<file path="config.mk">
export PLATFORM = sky130hd
export DESIGN_NAME = fth_ctrl
export DESIGN_NICKNAME = d
export VERILOG_FILES = /design/src/fth_pkg.sv /design/src/fth_ctrl.sv
export SDC_FILE = /design/constraint.sdc
export NUM_CORES = 1
export LEC_CHECK = 0
export BUFFER_PORTS_ARGS = -buffer_cell sky130_fd_sc_hd__clkbuf_2
export CAP_MARGIN = 20
export CORE_AREA = 2 2 39 41
export DETAILED_ROUTE_END_ITERATION = 8
export DIE_AREA = 0 0 41 43
export SLEW_MARGIN = 20
export SYNTH_ARGS = -nofsm -noshare
export SYNTH_HDL_FRONTEND = slang
export SYNTH_SLANG_ARGS = --single-unit
</file>
<file path="constraint.sdc">
create_clock -name clock -period 1.7 [get_ports clock]
set_input_delay 0.425 -clock clock [delete_from_list [all_inputs] [get_ports clock]]
set_output_delay 0.425 -clock clock [all_outputs]
set_load 0.01 [all_outputs]
</file>
<file path="src/fth_pkg.sv">
// fth_pkg: shared types and codes of the flow tuple hash table
// no dependencies
`timescale 1ns / 1ps
package fth_pkg;
   localparam logic [1:0] OP_FIND   = 2'd0;
   localparam logic [1:0] OP_INSERT = 2'd1;
   localparam logic [1:0] OP_DELETE = 2'd2;

   localparam logic [1:0] ST_OK   = 2'd0;
   localparam logic [1:0] ST_MISS = 2'd1;
   localparam logic [1:0] ST_FULL = 2'd2;

   localparam int KEY_W  = 96;
   localparam int HASH_W = 16;

   // controller to datapath
   typedef struct packed {
      logic load;       // capture request key and hashed bucket
      logic clr_step;   // sweep one reset entry
      logic rd_head;    // read bucket head
      logic rd_node;    // read current node key and link
      logic advance;    // prev <- cur, cur <- next
      logic do_insert;  // pop, write node, write head
      logic do_unlink;  // splice out cur and push it
      logic set_result; // capture result
      logic [1:0] res_status;
      logic res_handle; // take handle from cur
   } fth_cmd_type;

   // datapath to controller
   typedef struct packed {
      logic clr_done;
      logic pool_empty;
      logic link_ok;   // current link valid
      logic key_match; // current node key equals request key
   } fth_sts_type;
endpackage

</file>
<file path="src/fth_ctrl.sv">
// fth_ctrl: sequencer for find, insert and delete chain walks
// depends on fth_pkg
`timescale 1ns / 1ps
module fth_ctrl (
   input  logic                 clock,
   input  logic                 reset,
   input  logic                 req_tvalid,
   output logic                 req_tready,
   input  logic [1:0]           req_op,
   output logic                 rsp_tvalid,
   input  logic                 rsp_tready,
   output fth_pkg::fth_cmd_type cmd,
   input  fth_pkg::fth_sts_type sts
);
   import fth_pkg::*;

   typedef enum logic [2:0] {
      S_CLEAR, S_IDLE, S_HEAD, S_LINK, S_READ, S_CMP, S_RESP
   } state_type;

   state_type state_ff, state_in;
   logic [1:0] op_ff, op_in;
   logic       vld_ff, vld_in;

   // result register frees the walker once the previous response is taken
   assign req_tready = (state_ff == S_IDLE) && (!vld_ff || rsp_tready);
   assign rsp_tvalid = vld_ff;

   always_comb begin
      state_in = state_ff;
      op_in    = op_ff;
      vld_in   = vld_ff && !rsp_tready;
      cmd      = '0;
      unique case (state_ff)
         S_CLEAR: begin
            cmd.clr_step = 1'b1;
            if (sts.clr_done) state_in = S_IDLE;
         end
         S_IDLE: begin
            if (req_tvalid && req_tready) begin
               cmd.load = 1'b1;
               op_in    = req_op;
               state_in = S_HEAD;
            end
         end
         S_HEAD: begin
            cmd.rd_head = 1'b1;
            state_in    = S_LINK;
         end
         S_LINK: begin
            if (op_ff == OP_INSERT) begin
               cmd.set_result = 1'b1;
               if (sts.pool_empty) begin
                  cmd.res_status = ST_FULL;
               end else begin
                  cmd.do_insert  = 1'b1;
                  cmd.res_status = ST_OK;
               end
               state_in = S_RESP;
            end else if (!sts.link_ok) begin
               cmd.set_result = 1'b1;
               cmd.res_status = ST_MISS;
               state_in       = S_RESP;
            end else begin
               state_in = S_READ;
            end
         end
         S_READ: begin
            cmd.rd_node = 1'b1;
            state_in    = S_CMP;
         end
         S_CMP: begin
            if (sts.key_match) begin
               cmd.set_result = 1'b1;
               cmd.res_status = ST_OK;
               if (op_ff == OP_DELETE) cmd.do_unlink = 1'b1;
               else cmd.res_handle = 1'b1;
               state_in = S_RESP;
            end else begin
               cmd.advance = 1'b1;
               state_in    = S_LINK;
            end
         end
         S_RESP: begin
            vld_in   = 1'b1;
            state_in = S_IDLE;
         end
         default: state_in = S_IDLE;
      endcase
   end

   always_ff @(posedge clock) begin
      if (reset) begin
         state_ff <= S_CLEAR;
         op_ff    <= OP_FIND;
         vld_ff   <= 1'b0;
      end else begin
         state_ff <= state_in;
         op_ff    <= op_in;
         vld_ff   <= vld_in;
      end
   end
endmodule

</file>
==> impl_metrics.tcl, run 1 <==
set metrics [dict create \
    layout_setup_ws_ps -4.208 \
    fin_total_pwr_mw 0.4231 \
    synth-seq-area-share_pct 28.24 \
    place_congestion 0.6986 \
    path_class "reg -> out" \
    stdcell_area_um2 660.6 \
    clk_latency_ps 240 \
    final_util_pct 47.74 \
    drt_wl_total_um 1134 \
    synth-main-ff-cell "dfxtp_1" \
    power_per_cell_area_mw_per_mm2 640.4 \
    crit_path_top_delay_cell "dfxtp_2" \
    ant_nets 0 \
    place_ws_ps 86.32 \
    syn_inst 53 \
    hold_ws_ps 412.6 \
    violations "negative setup slack" \
    start_util_pct 30.74 \
    cp_data_arrival_time_ps 1280 \
    fmax_ghz 0.5868 \
    worst_ep_required_time_ps 1270 \
    die_area_mm2 0.001763 \
    grt_use_met3_pct 3.141 \
    drc 0 \
    outcome "finished, violations left" \
    ys_async_sr_fraction_pct 0 \
    cts_buffer_depth 2 \
    use_met2_pct 20.00 \
    nFillCells 149 \
    yosys.area.top_type "dfxtp_1" \
    cp_cell_sequence "nand2b_4, or2_4, nor3b_2, buf_2" \
    h-tree-depth 1 \
    grt_pass1_vias 377 \
    grt_max_degree 10 \
    finalHoldViolCount 0 \
    clock_sinks 6 \
    hpwl_um 808.6 \
    path_clk_slew_ps 50 \
    core-area_mm2 0.001384 \
    avgSynthCellArea_um2 8.027 \
    routed_via_density 4.928 \
    synth_area_um2 425.4 \
    drt_iter0_markers 2 \
    start_kind "flip-flop" \
    grt_pass1_wl_um 1642 \
    synth_top_area_share_pct 28.24 \
    finalMaxSlewViolations 0 \
    rows 14 \
    port_buffers 22 \
    grtUsageTotal_pct 14.17 \
    fin_crit_sh_pct 100.2 \
    tritoncts "built" \
    ctsHoldBuffers 0 \
    leakage_nw 0.2908 \
    place_area_um2 565.5 \
    max_cap_viol_count 0 \
    ys_top_cells_by_area "dfxtp_1 28%, nand2b_1 12%, a21oi_1 7.1%" \
    max_slew_margin_pct 81.54 \
    worst_pin_slew_ps 276.3 \
    grt_util_met1_pct 19.03 \
    routedWlPerCell_um 11.69 \
    synth_cell_types 26 \
    slowest_delay_ps 320 \
    fin_skew_ps 6.531 \
    cts_buffers 3 \
    syn-num-nets 63 \
    antenna_found_initial 0 \
    die_width_um 41 \
    ios 23 \
    vias 478 \
    diodes 0 \
    synth_most_common_cell "nand2b_1" \
    fin_nets 93 \
    busiest_layer "met2" \
    synth-seq-cells 6 \
    gr-total-overflow 0 \
    ir_worst_vdd_uv 299.1 \
    cp-end-kind "primary output" \
    die_y_um 43 \
    dr.pass1.iters 4 \
    rsz0062_at_grt "true" \
    period_needed_ps 1704 \
    area_delta_synth_final_pct 55.29 \
    setup_viol 1 \
    synth_common_cells "8 x nand2b_1, 6 x a21oi_1, 6 x dfxtp_1" \
    ctsRootBufferMaster "clkbuf_4" \
    synth_edf_count 0 \
    drive_gt1_share_pct 58.02 \
    path_max_fanout 4 \
    synth_warnings 0 \
    worstHoldPathType "in -> reg" \
]
cells by family after synthesis:
group,after synthesis,share of synthesized area [%]
buf+inv,7,8.232
flops,6,28.24
simple gates,26,40.30
compound gates,12,18.53
mux,2,4.706
where the power goes:
part | internal (mW) | switching, mW
registers | 0.151 | 0.0124
logic | 0.0636 | 0.0625
clock network | 0.0800 | 0.0534
total | 0.295 | 0.128
what timing repair did:
item	in CTS	in global routing
pin swaps	0	4
gates resized for setup	7	15
buffers inserted	1	1
setup endpoints to repair	6	8
final timing paths:
kind	to	startpoint	cells past startpoint	slack [ps]
setup / recovery	cmd[1]	state_ff[2]$_SDFFE_PP0P_	4	-4
hold / removal	state_ff[0]$_SDFFE_PP0P_	sts[3]	3	410
setup reg to reg	op_ff[0]$_SDFFE_PP0P_	state_ff[2]$_SDFFE_PP0P_	4	500
hold reg to reg	op_ff[0]$_SDFFE_PP0P_	op_ff[0]$_SDFFE_PP0P_	2	510
metal layers:
layer / routed length [µm] / part of all wire (%) / vias up
li1: - / - / 243
met5: 0 / 0 / -
met1: 474 / 42 / 220
met3: 59 / 5.2 / 2
met4: 5 / 0.44 / 0
met2: 594 / 52 / 13
stage by stage:
stage / instances / setup TNS (ps)
global placement: 92 / 0
global route: 97 / -152.1
floorplan: 53 / 0
detailed placement: 92 / 0
CTS: 96 / -21.15
finish: 97 / -4.208
registers in the layout, summed over array words and instances (netlist names):
register and flops:
op_ff 2, rsp_tvalid 1, state_ff 3
critical path, delay by kind of cell, from the launching register on:
kind,cells,cell delay (ps)
and+or+nand+nor,3,580
DFF,1,320
buffers and inverters,1,140
final cells by class:
type / instances / area (µm²) / share of cell area (%)
inverters: 4 / 17.52 / 2.652
clock buffers: 3 / 22.52 / 3.409
repair buffers: 28 / 155.1 / 23.48
flip-flops and latches: 6 / 130.1 / 19.70
multi-input cells: 40 / 315.3 / 47.73
well taps: 16 / 20.02 / 3.030
cells in the final DEF (no fill, tap or decap), types with 2 or more instances in the layout:
| master | synthesis | routed |
|---|---|---|
| clkbuf_2 | 0 | 17 |
| a21oi_1 | 6 | 6 |
| nand2b_1 | 8 | 6 |
| buf_4 | 0 | 6 |
| buf_2 | 1 | 5 |
| nand2b_4 | 1 | 3 |
| inv_1 | 3 | 3 |
| clkbuf_4 | 0 | 3 |
| nor2_1 | 2 | 2 |
| nand2_1 | 2 | 2 |
| nor3b_2 | 0 | 2 |
| nor3_2 | 0 | 2 |
| mux2i_1 | 2 | 2 |
| dfxtp_2 | 0 | 2 |
| dfxtp_1 | 6 | 2 |
| dfxtp_4 | 0 | 2 |
Note: power is estimated with default switching activity, not from simulation.
==> run 2: changes to the inputs <==
--- a/config.mk
+++ b/config.mk
@@ -14,3 +14,4 @@
 export SYNTH_ARGS = -nofsm -noshare
 export SYNTH_HDL_FRONTEND = slang
 export SYNTH_SLANG_ARGS = --single-unit
+export TNS_END_PERCENT = 20
==> impl_metrics.tcl, run 2 (synthesis gave the netlist of run 1 again) <==
set metrics [dict create \
    grtUsageTotal_pct 14.17 \
    path_max_fanout 4 \
    finalHoldViolCount 0 \
    h-tree-depth 1 \
    grt_pass1_wl_um 1642 \
    ctsRootBufferMaster "clkbuf_4" \
    worst_pin_slew_ps 274.6 \
    cp-end-kind "primary output" \
    tns_ps -48.94 \
    path_buf_inv 1 \
    drt_iter0_markers 15 \
    worstHoldPathType "in -> reg" \
    grt_pass1_vias 377 \
    cp_cell_sequence "nand2b_4, or2_4, nor3_1, buf_2" \
    period_needed_ps 1749 \
    path_class "reg -> out" \
    fmax_ghz 0.5718 \
    start_util_pct 30.74 \
    clock_sinks 6 \
    drc 0 \
    critPathTopFamily "simple AND/OR/NAND/NOR gates" \
    place_area_um2 565.5 \
    dr.pass1.iters 4 \
    max_cap_viol_count 0 \
    setup_viol 1 \
    drive_gt1_share_pct 56.25 \
    ir_worst_vdd_uv 284.1 \
    leakage_nw 0.2863 \
    worstHoldStart "sts[3]" \
    fin_skew_ps 8.775 \
    cts_buffer_depth 2 \
    fin_nets 92 \
    ctsHoldBuffers 0 \
    clk_latency_ps 240 \
    most-common-layout-cells "17 x clkbuf_2, 6 x a21oi_1, 6 x nand2b_1" \
    gr-total-overflow 0 \
    layout_setup_ws_ps -48.94 \
    crit_path_start "state_ff[2]$_SDFFE_PP0P_" \
    die_width_um 41 \
    rows 14 \
    tritoncts "built" \
    antenna_found_initial 0 \
    drt_wl_total_um 1093 \
    hold_ws_ps 411.0 \
    largest_reg_flops 3 \
    worst_ep_required_time_ps 1270 \
    routed_via_density 5.073 \
    crit_path_top_delay_cell "dfxtp_2" \
    max_slew_margin_pct 81.65 \
    slowest_delay_ps 320 \
    finalMaxSlewViolations 0 \
    fin_crit_sh_pct 102.9 \
    layout_commonest_cell "clkbuf_2" \
    hpwl_um 808.6 \
    vias 487 \
    cp_data_arrival_time_ps 1320 \
    cts_buffers 3 \
    timing.rr.start "state_ff[2]$_SDFFE_PP0P_" \
    port_buffers 22 \
    outcome "finished, violations left" \
    ant_nets 0 \
    path_clk_slew_ps 50 \
    grt_max_degree 10 \
    die_y_um 43 \
    power_per_cell_area_mw_per_mm2 646.2 \
    regMostFlops "state_ff" \
    rsz0062_at_grt "true" \
    ios 23 \
    diodes 0 \
    final_util_pct 46.84 \
    violations "negative setup slack" \
    place_congestion 0.6986 \
    die_area_mm2 0.001763 \
    routedWlPerCell_um 11.39 \
    area_delta_synth_final_pct 52.35 \
    core-area_mm2 0.001384 \
    start_kind "flip-flop" \
    stdcell_area_um2 648.1 \
    nFillCells 149 \
]
run 2: changes by cell type in the layout (fill, tap and decap cells not counted):
cell	before	now
nor3_1	1	2
nor3_2	2	1
buf_4	6	5
run 2: path summary, 6_finish.rpt:
path	to	slack, ps	depth (start not counted)
worst min register to register	op_ff[0]$_SDFFE_PP0P_	510	2
worst max register to register	op_ff[0]$_SDFFE_PP0P_	500	4
worst min-delay path	state_ff[0]$_SDFFE_PP0P_	410	3
worst max-delay path	cmd[2]	-50	4
run 2: repair_timing:
item | 4_1_cts | 5_1_grt
setup endpoints to repair | 6 | 8
resized for setup | 7 | 14
pin swaps | 0 | 1
buffers inserted | 1 | 0
run 2: stage by stage:
step | total power, mW | setup slack, ps | instances
after detailed placement | 0.2701 | 86.32 | 92
after floorplan | 0.2284 | 116.7 | 53
final | 0.4188 | -48.94 | 96
after global routing | 0.4515 | -86.87 | 96
after CTS | 0.4220 | -7.580 | 96
after global placement | 0.2692 | 103.8 | 92
run 2: layout make-up:
cell class | instances | area, µm² | share of cell area (%)
clock buffer | 3 | 22.52 | 3.475
inverter | 4 | 17.52 | 2.703
tap | 16 | 20.02 | 3.089
sequential | 6 | 130.1 | 20.08
timing repair buffer | 27 | 147.6 | 22.78
multi-input combinational | 40 | 310.3 | 47.88
run 2: power by group:
part / internal (mW) / switching, mW / total (mW) / leakage [nW]
clock network: 0.0801 / 0.0540 / 0.134 / 0.0138
logic: 0.0609 / 0.0604 / 0.121 / 0.221
registers: 0.151 / 0.0122 / 0.163 / 0.0512
run 2: worst register-to-register path: cells and delay by family (launching register included):
kind	cells	cell delay [ps]
mux	1	160
buf+inv	2	330
simple gates	1	310
flops	1	320
run 2: routing by layer:
layer	vias up	share of wire [%]	global-route usage, %
li1	244	-	-
met1	228	43	19.03
met2	13	51	20.00
met3	2	5.9	3.141
met4	0	0.55	8.000
met5	-	0	0
==> run 3: changes to the inputs <==
--- a/config.mk
+++ b/config.mk
@@ -10,6 +10,7 @@
 export CORE_AREA = 2 2 39 41
 export DETAILED_ROUTE_END_ITERATION = 8
 export DIE_AREA = 0 0 41 43
+export PLACE_DENSITY = 0.65
 export SLEW_MARGIN = 20
 export SYNTH_ARGS = -nofsm -noshare
 export SYNTH_HDL_FRONTEND = slang
==> impl_metrics.tcl, run 3 (synthesis gave the netlist of run 1 again) <==
set metrics [dict create \
    setup_viol 2 \
    fin_total_pwr_mw 0.4248 \
    finalMaxSlewViolations 0 \
    layout_setup_ws_ps -18.06 \
    ctsRootBufferMaster "clkbuf_4" \
    ios 23 \
    ant_nets 0 \
    start_util_pct 30.74 \
    dr.pass1.iters 3 \
    max_cap_viol_count 0 \
    path_class "reg -> out" \
    grt_pass1_wl_um 1683 \
    busiest_layer "met2" \
    finalHoldViolCount 0 \
    hold_ws_ps 407.1 \
    power_per_cell_area_mw_per_mm2 650.4 \
    core-area_mm2 0.001384 \
    fin_nets 92 \
    port_buffers 22 \
    die_area_mm2 0.001763 \
    worst_ep_required_time_ps 1270 \
    die_y_um 43 \
    clock_sinks 6 \
    place_congestion 0.7225 \
    path_clk_slew_ps 50 \
    critPathTopFamily "simple AND/OR/NAND/NOR gates" \
    area_delta_synth_final_pct 53.53 \
    worstHoldPathType "in -> reg" \
    use_met2_pct 22.50 \
    start_kind "flip-flop" \
    outcome "finished, violations left" \
    grtUsageTotal_pct 14.86 \
    routed_via_density 4.938 \
    rsz0062_at_grt "true" \
    antenna_found_initial 0 \
    tritoncts "built" \
    cp_cell_sequence "nand2b_4, or2_4, nor3b_2, buf_2" \
    layout_commonest_cell "clkbuf_2" \
    routedWlPerCell_um 12.28 \
    tns_ps -26.91 \
    cp_data_arrival_time_ps 1290 \
    drive_gt1_share_pct 57.50 \
    max_slew_margin_pct 80.69 \
    largest_reg_flops 3 \
    hpwl_um 757.9 \
    diodes 0 \
    grt_pass1_vias 379 \
    cts_buffer_depth 2 \
    fin_crit_sh_pct 101.1 \
    rows 14 \
    clk_latency_ps 250 \
    grt_util_met1_pct 16.40 \
    crit_path_top_delay_cell "dfxtp_2" \
    grt_max_degree 10 \
    drc 0 \
    drt_wl_total_um 1179 \
    regMostFlops "state_ff" \
    drt_iter0_markers 6 \
    nFillCells 148 \
    period_needed_ps 1718 \
    die_width_um 41 \
    most-common-layout-cells "19 x clkbuf_2, 6 x a21oi_1, 6 x nand2b_1" \
    ir_worst_vdd_uv 314.5 \
    worst_pin_slew_ps 289.0 \
    fin_skew_ps 1.840 \
    grt_use_met3_pct 9.948 \
    path_max_fanout 4 \
    cp-end-kind "primary output" \
    violations "negative setup slack" \
    gr-total-overflow 0 \
    leakage_nw 0.2850 \
    path_buf_inv 1 \
    fmax_ghz 0.5821 \
    h-tree-depth 1 \
    cts_buffers 3 \
    slowest_delay_ps 320 \
    vias 474 \
]
## run 3: cell count changes in the layout (fill, tap and decap cells not counted), sizes merged
cell	change
clkbuf	+2
buf	-2
## run 3: worst min-delay path, stage by stage
cell	delay, ps
clkbuf_2	80
inv_1	40
a221oi_1	60
## run 3: power by group
part           internal [mW]  switching, mW
Clock                 0.0803         0.0579
Sequential             0.151         0.0132
Combinational         0.0610         0.0611
Total                  0.293          0.132
## run 3: timing repair
action,4_1_cts,5_1_grt
hold buffers,0,0
gates resized for setup,11,8
endpoints found under the setup margin,5,8
buffers inserted,0,1
pin swaps,0,2
hold endpoints to repair,0,0
## run 3: worst paths after layout
path	from	to	slack (ps)	cells past startpoint
worst max-delay path	state_ff[2]$_SDFFE_PP0P_	cmd[1]	-20	4
worst min-delay path	sts[3]	state_ff[0]$_SDFFE_PP0P_	410	3
worst max register to register	state_ff[2]$_SDFFE_PP0P_	op_ff[0]$_SDFFE_PP0P_	510	4
worst min register to register	op_ff[1]$_SDFFE_PP0P_	op_ff[1]$_SDFFE_PP0P_	500	2
## run 3: area by class of cell
type / instances / area [µm²] / share of cell area, %
timing repair buffer: 27 / 147.6 / 22.61
clock buffer: 3 / 22.52 / 3.448
sequential: 6 / 130.1 / 19.92
inverter: 4 / 17.52 / 2.682
multi-input combinational: 40 / 315.3 / 48.28
tap: 16 / 20.02 / 3.065
## run 3: metrics by stage
stage	worst slack (ps)	instance area (µm²)	utilization (%)	cells
floorplan	116.7	425.4	-	53
global placement	107.7	565.5	40.87	92
detailed placement	100.3	565.5	40.87	92
CTS	-28.53	633.1	45.75	95
global route	-82.93	653.1	47.20	96
finish	-18.06	653.1	47.20	96
## run 3: per-layer routing
metal / up-vias / wire [µm] / share of wire [%]
met5: - / 0 / 0
met4: 0 / 0 / 0
met3: 0 / 80 / 6.8
met2: 17 / 674 / 57
met1: 215 / 424 / 36
li1: 242 / - / -
